## src/design/stb_pkg.sv

```systemverilog
// Shared constants, field layout and control/status types for the software timer bank.
// Used by the controller, the datapath and the top level; depends on nothing.
package stb_pkg;

   // Number of timer slots and the width of a slot index inside the block.
   localparam int NUM_SLOTS = 16;
   localparam int IDX_W     = (NUM_SLOTS > 1) ? $clog2(NUM_SLOTS) : 1;

   // Field widths of the request and response words.
   localparam int MODE_W = 2;
   localparam int SLOT_W = 4;
   localparam int TICK_W = 12;
   localparam int TIME_W = 32;
   localparam int PAD_W  = TIME_W - TICK_W;

   // Request word: slot, elapsed ticks, start delay, reload period (from bit 0 up).
   localparam int REQ_USER_W  = MODE_W;
   localparam int REQ_FIELD_W = SLOT_W + TICK_W + TIME_W + TIME_W;
   localparam int REQ_DATA_W  = ((REQ_FIELD_W + 7) / 8) * 8;
   localparam int ELAPSED_LSB = SLOT_W;
   localparam int DELAY_LSB   = SLOT_W + TICK_W;
   localparam int PERIOD_LSB  = SLOT_W + TICK_W + TIME_W;

   // Response word: fired slot, fire time (from bit 0 up), zero padded to bytes.
   localparam int RSP_FIELD_W = SLOT_W + TIME_W;
   localparam int RSP_DATA_W  = ((RSP_FIELD_W + 7) / 8) * 8;

   // Request modes carried in tuser.
   localparam logic [MODE_W-1:0] MODE_TICK  = 2'd0;
   localparam logic [MODE_W-1:0] MODE_START = 2'd1;
   localparam logic [MODE_W-1:0] MODE_STOP  = 2'd2;

   // Commands from the controller to the datapath.
   typedef struct packed {
      logic take;     // request word accepted this cycle
      logic advance;  // evaluate the current slot and step to the next one
      logic flush;    // send the held result as the last one of the tick
   } stb_cmd_type;

   // Status from the datapath to the controller.
   typedef struct packed {
      logic item_tick;   // incoming request is a tick
      logic fire;        // current slot is due
      logic out_free;    // output register can take a word this cycle
      logic idx_last;    // current slot is the highest one
      logic pend_valid;  // a fired result is held back
   } stb_status_type;

endpackage

```

## src/design/stb_ram.sv

```systemverilog
// Generic single-write, single-read RAM with registered read data.
// Stand-alone; used for the slot deadline and period stores.
module stb_ram #(
   parameter int WIDTH = 32,
   parameter int DEPTH = 16
) (
   input  logic                                    clock,
   input  logic                                    wr_en,
   input  logic [((DEPTH > 1) ? $clog2(DEPTH) : 1)-1:0] wr_addr,
   input  logic [WIDTH-1:0]                        wr_data,
   input  logic [((DEPTH > 1) ? $clog2(DEPTH) : 1)-1:0] rd_addr,
   output logic [WIDTH-1:0]                        rd_data
);

   logic [WIDTH-1:0] mem_ff [DEPTH];
   logic [WIDTH-1:0] rd_data_ff;

   // Write port and registered read port.
   always_ff @(posedge clock) begin
      if (wr_en) begin
         mem_ff[wr_addr] <= wr_data;
      end
      rd_data_ff <= mem_ff[rd_addr];
   end

   assign rd_data = rd_data_ff;

endmodule

```

## src/design/stb_ctrl.sv

```systemverilog
// Controller state machine of the software timer bank: accepts words and sequences the scan.
// Depends on stb_pkg for the command and status types.
module stb_ctrl (
   input  logic                    clock,
   input  logic                    reset,
   input  logic                    req_tvalid,
   output logic                    req_tready,
   input  stb_pkg::stb_status_type status,
   output stb_pkg::stb_cmd_type    cmd
);
   import stb_pkg::*;

   localparam logic [1:0] ST_IDLE  = 2'd0;
   localparam logic [1:0] ST_PRIME = 2'd1;
   localparam logic [1:0] ST_SCAN  = 2'd2;
   localparam logic [1:0] ST_FLUSH = 2'd3;

   logic [1:0] state_ff;
   logic [1:0] state_in;
   logic       advance;

   // A slot holds its place only when it must pass on a held result and the output is full.
   assign advance = !(status.fire && status.pend_valid && !status.out_free);

   // Next state and commands.
   always_comb begin
      state_in    = state_ff;
      req_tready  = 1'b0;
      cmd.take    = 1'b0;
      cmd.advance = 1'b0;
      cmd.flush   = 1'b0;
      unique case (state_ff)
         ST_IDLE: begin
            req_tready = 1'b1;
            if (req_tvalid) begin
               cmd.take = 1'b1;
               if (status.item_tick) begin
                  state_in = ST_PRIME;
               end
            end
         end
         ST_PRIME: begin
            state_in = ST_SCAN;
         end
         ST_SCAN: begin
            cmd.advance = advance;
            if (advance && status.idx_last) begin
               state_in = ST_FLUSH;
            end
         end
         ST_FLUSH: begin
            if (!status.pend_valid) begin
               state_in = ST_IDLE;
            end else if (status.out_free) begin
               cmd.flush = 1'b1;
               state_in  = ST_IDLE;
            end
         end
         default: begin
            state_in = ST_IDLE;
         end
      endcase
   end

   // State register.
   always_ff @(posedge clock) begin
      if (reset) begin
         state_ff <= ST_IDLE;
      end else begin
         state_ff <= state_in;
      end
   end

endmodule

```

## src/design/stb_datapath.sv

```systemverilog
// Datapath of the software timer bank: time, slot stores, due test and output register.
// Depends on stb_pkg and instantiates stb_ram for deadlines and periods.
module stb_datapath (
   input  logic                              clock,
   input  logic                              reset,
   input  stb_pkg::stb_cmd_type              cmd,
   output stb_pkg::stb_status_type           status,
   input  logic [stb_pkg::REQ_USER_W-1:0]    req_tuser,
   input  logic [stb_pkg::REQ_DATA_W-1:0]    req_tdata,
   output logic                              rsp_tvalid,
   input  logic                              rsp_tready,
   output logic [stb_pkg::RSP_DATA_W-1:0]    rsp_tdata,
   output logic                              rsp_tlast
);
   import stb_pkg::*;

   // Request fields.
   logic [SLOT_W-1:0] req_slot;
   logic [TICK_W-1:0] req_elapsed;
   logic [TIME_W-1:0] req_delay;
   logic [TIME_W-1:0] req_period;
   logic              slot_ok;
   logic              do_start;
   logic              do_stop;
   logic              do_tick;
   logic [IDX_W-1:0]  req_idx;

   assign req_slot    = req_tdata[SLOT_W-1:0];
   assign req_elapsed = req_tdata[ELAPSED_LSB +: TICK_W];
   assign req_delay   = req_tdata[DELAY_LSB +: TIME_W];
   assign req_period  = req_tdata[PERIOD_LSB +: TIME_W];
   assign slot_ok     = (32'(req_slot) < NUM_SLOTS);
   assign req_idx     = IDX_W'(req_slot);
   assign do_start    = cmd.take && (req_tuser == MODE_START) && slot_ok;
   assign do_stop     = cmd.take && (req_tuser == MODE_STOP) && slot_ok;
   assign do_tick     = cmd.take && (req_tuser == MODE_TICK);

   // State registers.
   logic [TIME_W-1:0]    now_ff;
   logic [TIME_W-1:0]    before_ff;
   logic [TICK_W-1:0]    delta_ff;
   logic [NUM_SLOTS-1:0] active_ff;
   logic [NUM_SLOTS-1:0] active_in;
   logic [IDX_W-1:0]     idx_ff;
   logic [IDX_W-1:0]     pend_ff;
   logic                 pend_valid_ff;
   logic                 rsp_valid_ff;
   logic                 rsp_valid_in;
   logic [IDX_W-1:0]     rsp_slot_ff;
   logic [TIME_W-1:0]    rsp_time_ff;
   logic                 rsp_last_ff;

   // Slot stores.
   logic                 dl_we;
   logic [IDX_W-1:0]     dl_waddr;
   logic [TIME_W-1:0]    dl_wdata;
   logic [TIME_W-1:0]    dl_rdata;
   logic [TIME_W-1:0]    pd_rdata;
   logic [IDX_W-1:0]     rd_addr;

   // Due test on the slot under evaluation: wrap-safe distance from the previous time.
   logic [TIME_W-1:0] due_gap;
   logic              fire;
   logic              reload;
   logic              push_mid;
   logic              out_free;

   assign due_gap  = dl_rdata - before_ff;
   assign fire     = active_ff[idx_ff] && (due_gap <= {{PAD_W{1'b0}}, delta_ff});
   assign reload   = (pd_rdata != '0);
   assign out_free = !rsp_valid_ff || rsp_tready;
   assign push_mid = cmd.advance && fire && pend_valid_ff;

   // Read the next slot once the current one is done, else keep reading the same one.
   assign rd_addr = cmd.advance ? (idx_ff + IDX_W'(1)) : idx_ff;

   // Deadline write: arming from a start word, or reload of a firing periodic slot.
   always_comb begin
      dl_we    = 1'b0;
      dl_waddr = idx_ff;
      dl_wdata = dl_rdata + pd_rdata;
      if (do_start) begin
         dl_we    = 1'b1;
         dl_waddr = req_idx;
         dl_wdata = now_ff + req_delay;
      end else if (cmd.advance && fire && reload) begin
         dl_we = 1'b1;
      end
   end

   stb_ram #(.WIDTH(TIME_W), .DEPTH(NUM_SLOTS)) u_deadline_ram (
      .clock   (clock),
      .wr_en   (dl_we),
      .wr_addr (dl_waddr),
      .wr_data (dl_wdata),
      .rd_addr (rd_addr),
      .rd_data (dl_rdata)
   );

   stb_ram #(.WIDTH(TIME_W), .DEPTH(NUM_SLOTS)) u_period_ram (
      .clock   (clock),
      .wr_en   (do_start),
      .wr_addr (req_idx),
      .wr_data (req_period),
      .rd_addr (rd_addr),
      .rd_data (pd_rdata)
   );

   // Active bits: set by start, cleared by stop or by a one-shot firing.
   always_comb begin
      active_in = active_ff;
      if (do_start) begin
         active_in[req_idx] = 1'b1;
      end
      if (do_stop) begin
         active_in[req_idx] = 1'b0;
      end
      if (cmd.advance && fire && !reload) begin
         active_in[idx_ff] = 1'b0;
      end
   end

   // Output register valid: loaded by a push, cleared when the word is taken.
   always_comb begin
      if (push_mid || cmd.flush) begin
         rsp_valid_in = 1'b1;
      end else if (rsp_tready) begin
         rsp_valid_in = 1'b0;
      end else begin
         rsp_valid_in = rsp_valid_ff;
      end
   end

   // Control registers.
   always_ff @(posedge clock) begin
      if (reset) begin
         now_ff        <= '0;
         active_ff     <= '0;
         idx_ff        <= '0;
         pend_valid_ff <= 1'b0;
         rsp_valid_ff  <= 1'b0;
      end else begin
         active_ff    <= active_in;
         rsp_valid_ff <= rsp_valid_in;
         if (do_tick) begin
            now_ff <= now_ff + {{PAD_W{1'b0}}, req_elapsed};
         end
         if (cmd.take) begin
            idx_ff <= '0;
         end else if (cmd.advance) begin
            idx_ff <= idx_ff + IDX_W'(1);
         end
         if (cmd.advance && fire) begin
            pend_valid_ff <= 1'b1;
         end else if (cmd.flush) begin
            pend_valid_ff <= 1'b0;
         end
      end
   end

   // Payload registers.
   always_ff @(posedge clock) begin
      if (do_tick) begin
         before_ff <= now_ff;
         delta_ff  <= req_elapsed;
      end
      if (cmd.advance && fire) begin
         pend_ff <= idx_ff;
      end
      if (push_mid || cmd.flush) begin
         rsp_slot_ff <= pend_ff;
         rsp_time_ff <= now_ff;
         rsp_last_ff <= cmd.flush;
      end
   end

   assign status.item_tick  = (req_tuser == MODE_TICK);
   assign status.fire       = fire;
   assign status.out_free   = out_free;
   assign status.idx_last   = (idx_ff == IDX_W'(NUM_SLOTS - 1));
   assign status.pend_valid = pend_valid_ff;

   assign rsp_tvalid = rsp_valid_ff;
   assign rsp_tlast  = rsp_last_ff;
   assign rsp_tdata  = RSP_DATA_W'({rsp_time_ff, SLOT_W'(rsp_slot_ff)});

endmodule

```

## src/design/software_timer_bank.sv

```systemverilog
// Top level of the software timer bank: joins the controller and the datapath.
// Depends on stb_pkg, stb_ctrl, stb_datapath and stb_ram.
//
//   channel | direction | tdata                                  | side band
//   req     | in        | slot, elapsed, start delay, period     | tuser = mode
//   rsp     | out       | fired slot, fire time                  | tlast = last fired
//
// A start or stop word is accepted in the idle state and starts no scan. A tick word first
// loads the time, then waits for the first registered read of the slot stores, then scans one slot per
// cycle through the single read port of the deadline and period memories, then sends
// the last result. A stall on rsp holds the scan at the next due slot.
// Reset clears the time and all active bits; the slot stores are not cleared.
module software_timer_bank (
   input  logic                           clock,
   input  logic                           reset,
   input  logic                           req_tvalid,
   output logic                           req_tready,
   // mode
   input  logic [stb_pkg::REQ_USER_W-1:0] req_tuser,
   // slot[3:0], elapsed_ticks[15:4], start_delay[47:16], reload_period[79:48]
   input  logic [stb_pkg::REQ_DATA_W-1:0] req_tdata,
   output logic                           rsp_tvalid,
   input  logic                           rsp_tready,
   // fired_slot[3:0], fire_time[35:4], zeros above
   output logic [stb_pkg::RSP_DATA_W-1:0] rsp_tdata,
   output logic                           rsp_tlast
);
   import stb_pkg::*;

   stb_cmd_type    cmd;
   stb_status_type status;

   stb_ctrl u_ctrl (
      .clock      (clock),
      .reset      (reset),
      .req_tvalid (req_tvalid),
      .req_tready (req_tready),
      .status     (status),
      .cmd        (cmd)
   );

   stb_datapath u_datapath (
      .clock      (clock),
      .reset      (reset),
      .cmd        (cmd),
      .status     (status),
      .req_tuser  (req_tuser),
      .req_tdata  (req_tdata),
      .rsp_tvalid (rsp_tvalid),
      .rsp_tready (rsp_tready),
      .rsp_tdata  (rsp_tdata),
      .rsp_tlast  (rsp_tlast)
   );

   // The last result of a tick is only sent when one is held and the output can take it.
   a_flush_ok: assert property (@(posedge clock) disable iff (reset)
      cmd.flush |-> (status.pend_valid && status.out_free))
      else $error("flush without a held result or with the output full");

   // A slot never overwrites a held result that could not be sent.
   a_push_ok: assert property (@(posedge clock) disable iff (reset)
      (cmd.advance && status.fire && status.pend_valid) |-> status.out_free)
      else $error("scan advanced past a due slot with the output full");

   // After a tick word is accepted, no further word is accepted until the scan ends.
   a_tick_busy: assert property (@(posedge clock) disable iff (reset)
      (req_tvalid && req_tready && (req_tuser == MODE_TICK)) |=> !req_tready)
      else $error("request accepted during a tick scan");

endmodule

```

## config.mk

```make
export PLATFORM = sky130hd
export DESIGN_NAME = software_timer_bank
export DESIGN_NICKNAME = d
export VERILOG_FILES = /design/src/design/stb_pkg.sv /design/src/design/stb_ram.sv /design/src/design/stb_ctrl.sv /design/src/design/stb_datapath.sv /design/src/design/software_timer_bank.sv
export SDC_FILE = /design/constraint.sdc
export NUM_CORES = 1
export LEC_CHECK = 0
export ABC_AREA = 1
export BUFFER_PORTS_ARGS = -buffer_cell sky130_fd_sc_hd__buf_4
export CELL_PAD_IN_SITES_DETAIL_PLACEMENT = 0
export CELL_PAD_IN_SITES_GLOBAL_PLACEMENT = 1
export CORE_MARGIN = 1.5
export CORE_UTILIZATION = 45
export CTS_CLUSTER_SIZE = 12
export DETAILED_ROUTE_END_ITERATION = 7
export PLACE_DENSITY_LB_ADDON = 0.15
export SETUP_SLACK_MARGIN = 0.05
export SLEW_MARGIN = 20
export SYNTH_ARGS = -nofsm -noshare
export SYNTH_HDL_FRONTEND = slang
export SYNTH_SLANG_ARGS = --single-unit
```

## constraint.sdc

```tcl
create_clock -name clock -period 5.7 [get_ports clock]
set_clock_uncertainty 0.05 [all_clocks]
set_input_delay 1.425 -clock clock [delete_from_list [all_inputs] [get_ports clock]]
set_output_delay 1.425 -clock clock [all_outputs]
set_load 0.1 [all_outputs]
```

==> qor.txt <==
Initial core utilization: 45.31%
Drt wl/cell: 22.23 um
Sink Count: 1,229
Total of endpoints with negative setup slack in the final report: 0
Antenna-violating nets left: 0
FFs w/ async S/R, synth: 0%
Yosys reg bits: 1,229
Critical path data arrival time: 5.48 ns
Kind of end point of the critical path: flip-flop
DRC: 0
Critical Setup Path Class: flip-flop to flip-flop
Launch point of the worst reg-to-reg path: u_datapath.u_deadline_ram.rd_data[3]$_DFF_P_
Global-route wire length before repair: 259,200 um
Number of flops mapped to enable cells by yosys: 1,109
Worst Min Path Start: u_datapath.pend_valid_ff$_SDFFE_PP0P_
Total number of vias: 41,990
Area leader, netlist: edfxtp_1
Total standard cell area after synthesis: 57,700 um^2
Net count of the finished layout: 6,288
Worst min-delay path endpoint: u_datapath.pend_valid_ff$_SDFFE_PP0P_
Die X: 361.1 um
Setup repair after global routing missed its margin: false
Run status: complete, no violations
Hold WC Path Type: flip-flop to flip-flop
Crit Path Max Fanout: 19
Die area: 130,400 um^2
Layout fillers: 11,560
Clock Latency Late Sink: 0.78 ns
Total length of routed wires: 174,400 um
RD Place Congestion: 0.8970
Max-cap violations: 0
Clock input transition at the sequential cells of the worst setup and hold paths: 0.06 ns
Detailed placement HPWL: 105,200 um
Area share of the largest cell type after synthesis: 57.71%
Top cells by instance count after synthesis: nand2_1 (1,549), nand3_1 (1,225), edfxtp_1 (1,109), inv_1 (790), buf_2 (218)
Maximum level of the CTS H-tree: 4
YS warnings: 0
Final critical path time including I/O delays and setup: 5.114 ns
Top achievable clock speed: 195.5 MHz
Hold Slack: 0.4232 ns
Vias in the first global route: 39,720
Clock tree from TritonCTS: yes
Depth of the worst hold-timing path: 2
Fraction of final layout cells sized beyond drive strength 1: 8.914%
Number of antenna violations at the first check in global routing: 10
Synthesized instance count: 5,954
Layout-stage area growth over the synthesis result: 13.72%
Clock buffer count from CTS: 137
Power Total: 0.03586 W
Congestion Overflow GR: 0
Sequential fraction of the synthesis area: 61.88%
Core footprint: 127,400 um^2
Cells taking the most area after synthesis: edfxtp_1 (58%), nand3_1 (11%), nand2_1 (10%)
Element type at the critical path start: flip-flop
Total power per unit cell area: 546.4 nW/um^2
Count of input and output buffers: 124
GRT Total Usage: 26.65%
Rel. slew slack: 28.54%
Distinct cell type count of the synthesized netlist: 55
CTS root buf: clkbuf_16
Critical Path RT: 6.06 ns
Final max-slew violation count: 0
Maximum number of pins on one net before global-route repair: 142
Final-report hold violation count: 0
Capture point of the worst reg-to-reg path: u_datapath.u_deadline_ram.mem_ff[4][8]$_DFFE_PP_
Height of the die: 361.1 um
Buffers from clock root to sink, at most: 3
I/O Pins: 129
Most instantiated library cell after synthesis: nand2_1
Most used flip-flop cell after synthesis: edfxtp_1
Core Rows: 131
Static Leak: 27.51 nW
Pin slew with the least headroom to its limit: 1.069 ns
R2r worst-path depth: 25
Count of routing violations after the opening detailed-route iteration: 3,800
Maximum VDD drop: 462.7 uV
Register-to-register setup slack: 0.59 ns
Tcrit/Tclk final: 89.73%
Post-detailed-route via-to-cell ratio: 5.352
Synthesized area per cell: 9.691 um^2
Number of iterations in the first detailed-routing pass: 6
Setup TNS Final: 0 ns
report_power, final:
| group | internal [W] | switching, W | leakage [nW] |
|---|---|---|---|
| sequential | 0.0122 | 0.000680 | 11.0 |
| combinational | 0.00417 | 0.0103 | 14.4 |
| clock | 0.00493 | 0.00364 | 2.11 |
| total | 0.0213 | 0.0146 | 27.5 |
flip-flops by register name, indices dropped and copies added, names as in the netlist:
register and count:
u_datapath.idx_ff 4, u_datapath.rsp_time_ff 32, u_datapath.pend_valid_ff 1, u_datapath.u_period_ram.mem_ff 512
u_datapath.pend_ff 4, u_datapath.u_deadline_ram.mem_ff 512, u_ctrl.state_ff 2, u_datapath.delta_ff 12
u_datapath.rsp_tlast 1, u_datapath.rsp_slot_ff 4, u_datapath.u_period_ram.rd_data 32, u_datapath.rsp_tvalid 1
u_datapath.now_ff 32, u_datapath.before_ff 32, u_datapath.active_ff 16, u_datapath.u_deadline_ram.rd_data 32
per-stage QoR:
| step | cells | area, um^2 | util, % | worst slack [ns] |
|---|---|---|---|---|
| after floorplan | 5957 | 57710 | - | 0.2336 |
| after global placement | 7597 | 61260 | 48.10 | 0.3203 |
| after detailed placement | 7597 | 61260 | 48.10 | 0.3428 |
| after CTS | 7843 | 65590 | 51.50 | 0.3106 |
| after global routing | 7844 | 65620 | 51.52 | 0.1174 |
| final | 7845 | 65620 | 51.53 | 0.5856 |
cell usage in the layout, fill, tap and decap left out, types with 120 or more instances in the layout:
cell	Yosys	final
buf_4	18	217
dfxtp_1	120	120
clkbuf_16	0	140
nor2_1	182	163
nand2_1	1549	1546
inv_1	790	789
ha_1	124	124
nand3_1	1225	1221
edfxtp_1	1109	1109
a21oi_1	168	168
layer usage:
layer / GRT usage, % / up-vias / routed length, um
met4: 8.770 / 6 / 5176
met5: 0 / - / 35
met2: 44.21 / 1209 / 84050
met3: 3.389 / 253 / 9407
li1: - / 20280 / -
met1: 36.30 / 20240 / 75760
worst max-delay path, cell delays in order, from the launching register on:
cell and delay, ns:
dfxtp_1 0.33, ha_1 0.37, nand2_1 0.13, nor2_1 0.10, nand2_1 0.06, nand3_1 0.17
inv_1 0.08, o21bai_2 0.20, xor2_1 0.18, ha_1 0.26, a21oi_1 0.14, nor2_1 0.05
a211oi_1 0.16, nand2_1 0.07, nand2_1 0.17, o211ai_1 0.12, nor3_1 0.17, nand3_1 0.11
nor3_2 0.30, nand2_1 0.13, inv_1 0.17, nand2_1 0.11, nand2_1 0.23, nand3_2 0.27
nor2_4 0.18, buf_4 0.39
final cells by class:
type | count | area [um^2] | area share, %
diodes | 2 | 5.005 | 0.007627
repair buffers | 269 | 2670 | 4.069
multi-input cells | 3630 | 17800 | 27.12
well taps | 1662 | 2079 | 3.169
clock inverters | 56 | 558.0 | 0.8504
flip-flops and latches | 1229 | 35700 | 54.41
inverters | 807 | 3037 | 4.628
clock buffers | 190 | 3771 | 5.747
timing repair:
| item | in CTS | in global routing |
|---|---|---|
| gates resized for setup | 0 | 6 |
| hold buffers | 0 | 0 |
| setup buffers | 0 | 0 |
| endpoints found under the setup margin | 0 | 492 |
cells by family (layout without fill, tap and decap cells):
family | after synthesis | after routing | synth area share, %
compound gates | 376 | 376 | 3.576
xor+xnor | 42 | 42 | 0.6375
fa+ha+maj | 128 | 128 | 2.828
buf+inv | 1098 | 1322 | 7.836
flops | 1229 | 1229 | 61.88
mux | 1 | 1 | 0.01735
other cells | 1 | 6 | 0.006499
simple gates | 3079 | 3079 | 23.22
worst max path at each step:
| stage | start | end | slack (ns) | cells after the start |
|---|---|---|---|---|
| 4_1_cts | u_datapath.before_ff[3]$_DFFE_PP_ | u_datapath.u_deadline_ram.mem_ff[0][12]$_DFFE_PP_ | 0.31 | 26 |
| 2_1_floorplan | req_tvalid | u_datapath.active_ff[1]$_SDFF_PP0_ | 0.23 | 7 |
| 5_1_grt | u_datapath.before_ff[3]$_DFFE_PP_ | u_datapath.u_deadline_ram.mem_ff[0][6]$_DFFE_PP_ | 0.12 | 26 |
| 3_5_place_dp | u_datapath.before_ff[3]$_DFFE_PP_ | u_datapath.u_deadline_ram.mem_ff[0][7]$_DFFE_PP_ | 0.34 | 26 |
| 3_3_place_gp | u_datapath.before_ff[3]$_DFFE_PP_ | u_datapath.u_deadline_ram.mem_ff[0][7]$_DFFE_PP_ | 0.32 | 26 |
| 6_report | u_datapath.u_deadline_ram.rd_data[3]$_DFF_P_ | u_datapath.u_deadline_ram.mem_ff[4][8]$_DFFE_PP_ | 0.59 | 25 |
Power figures use the tool's default switching activity.
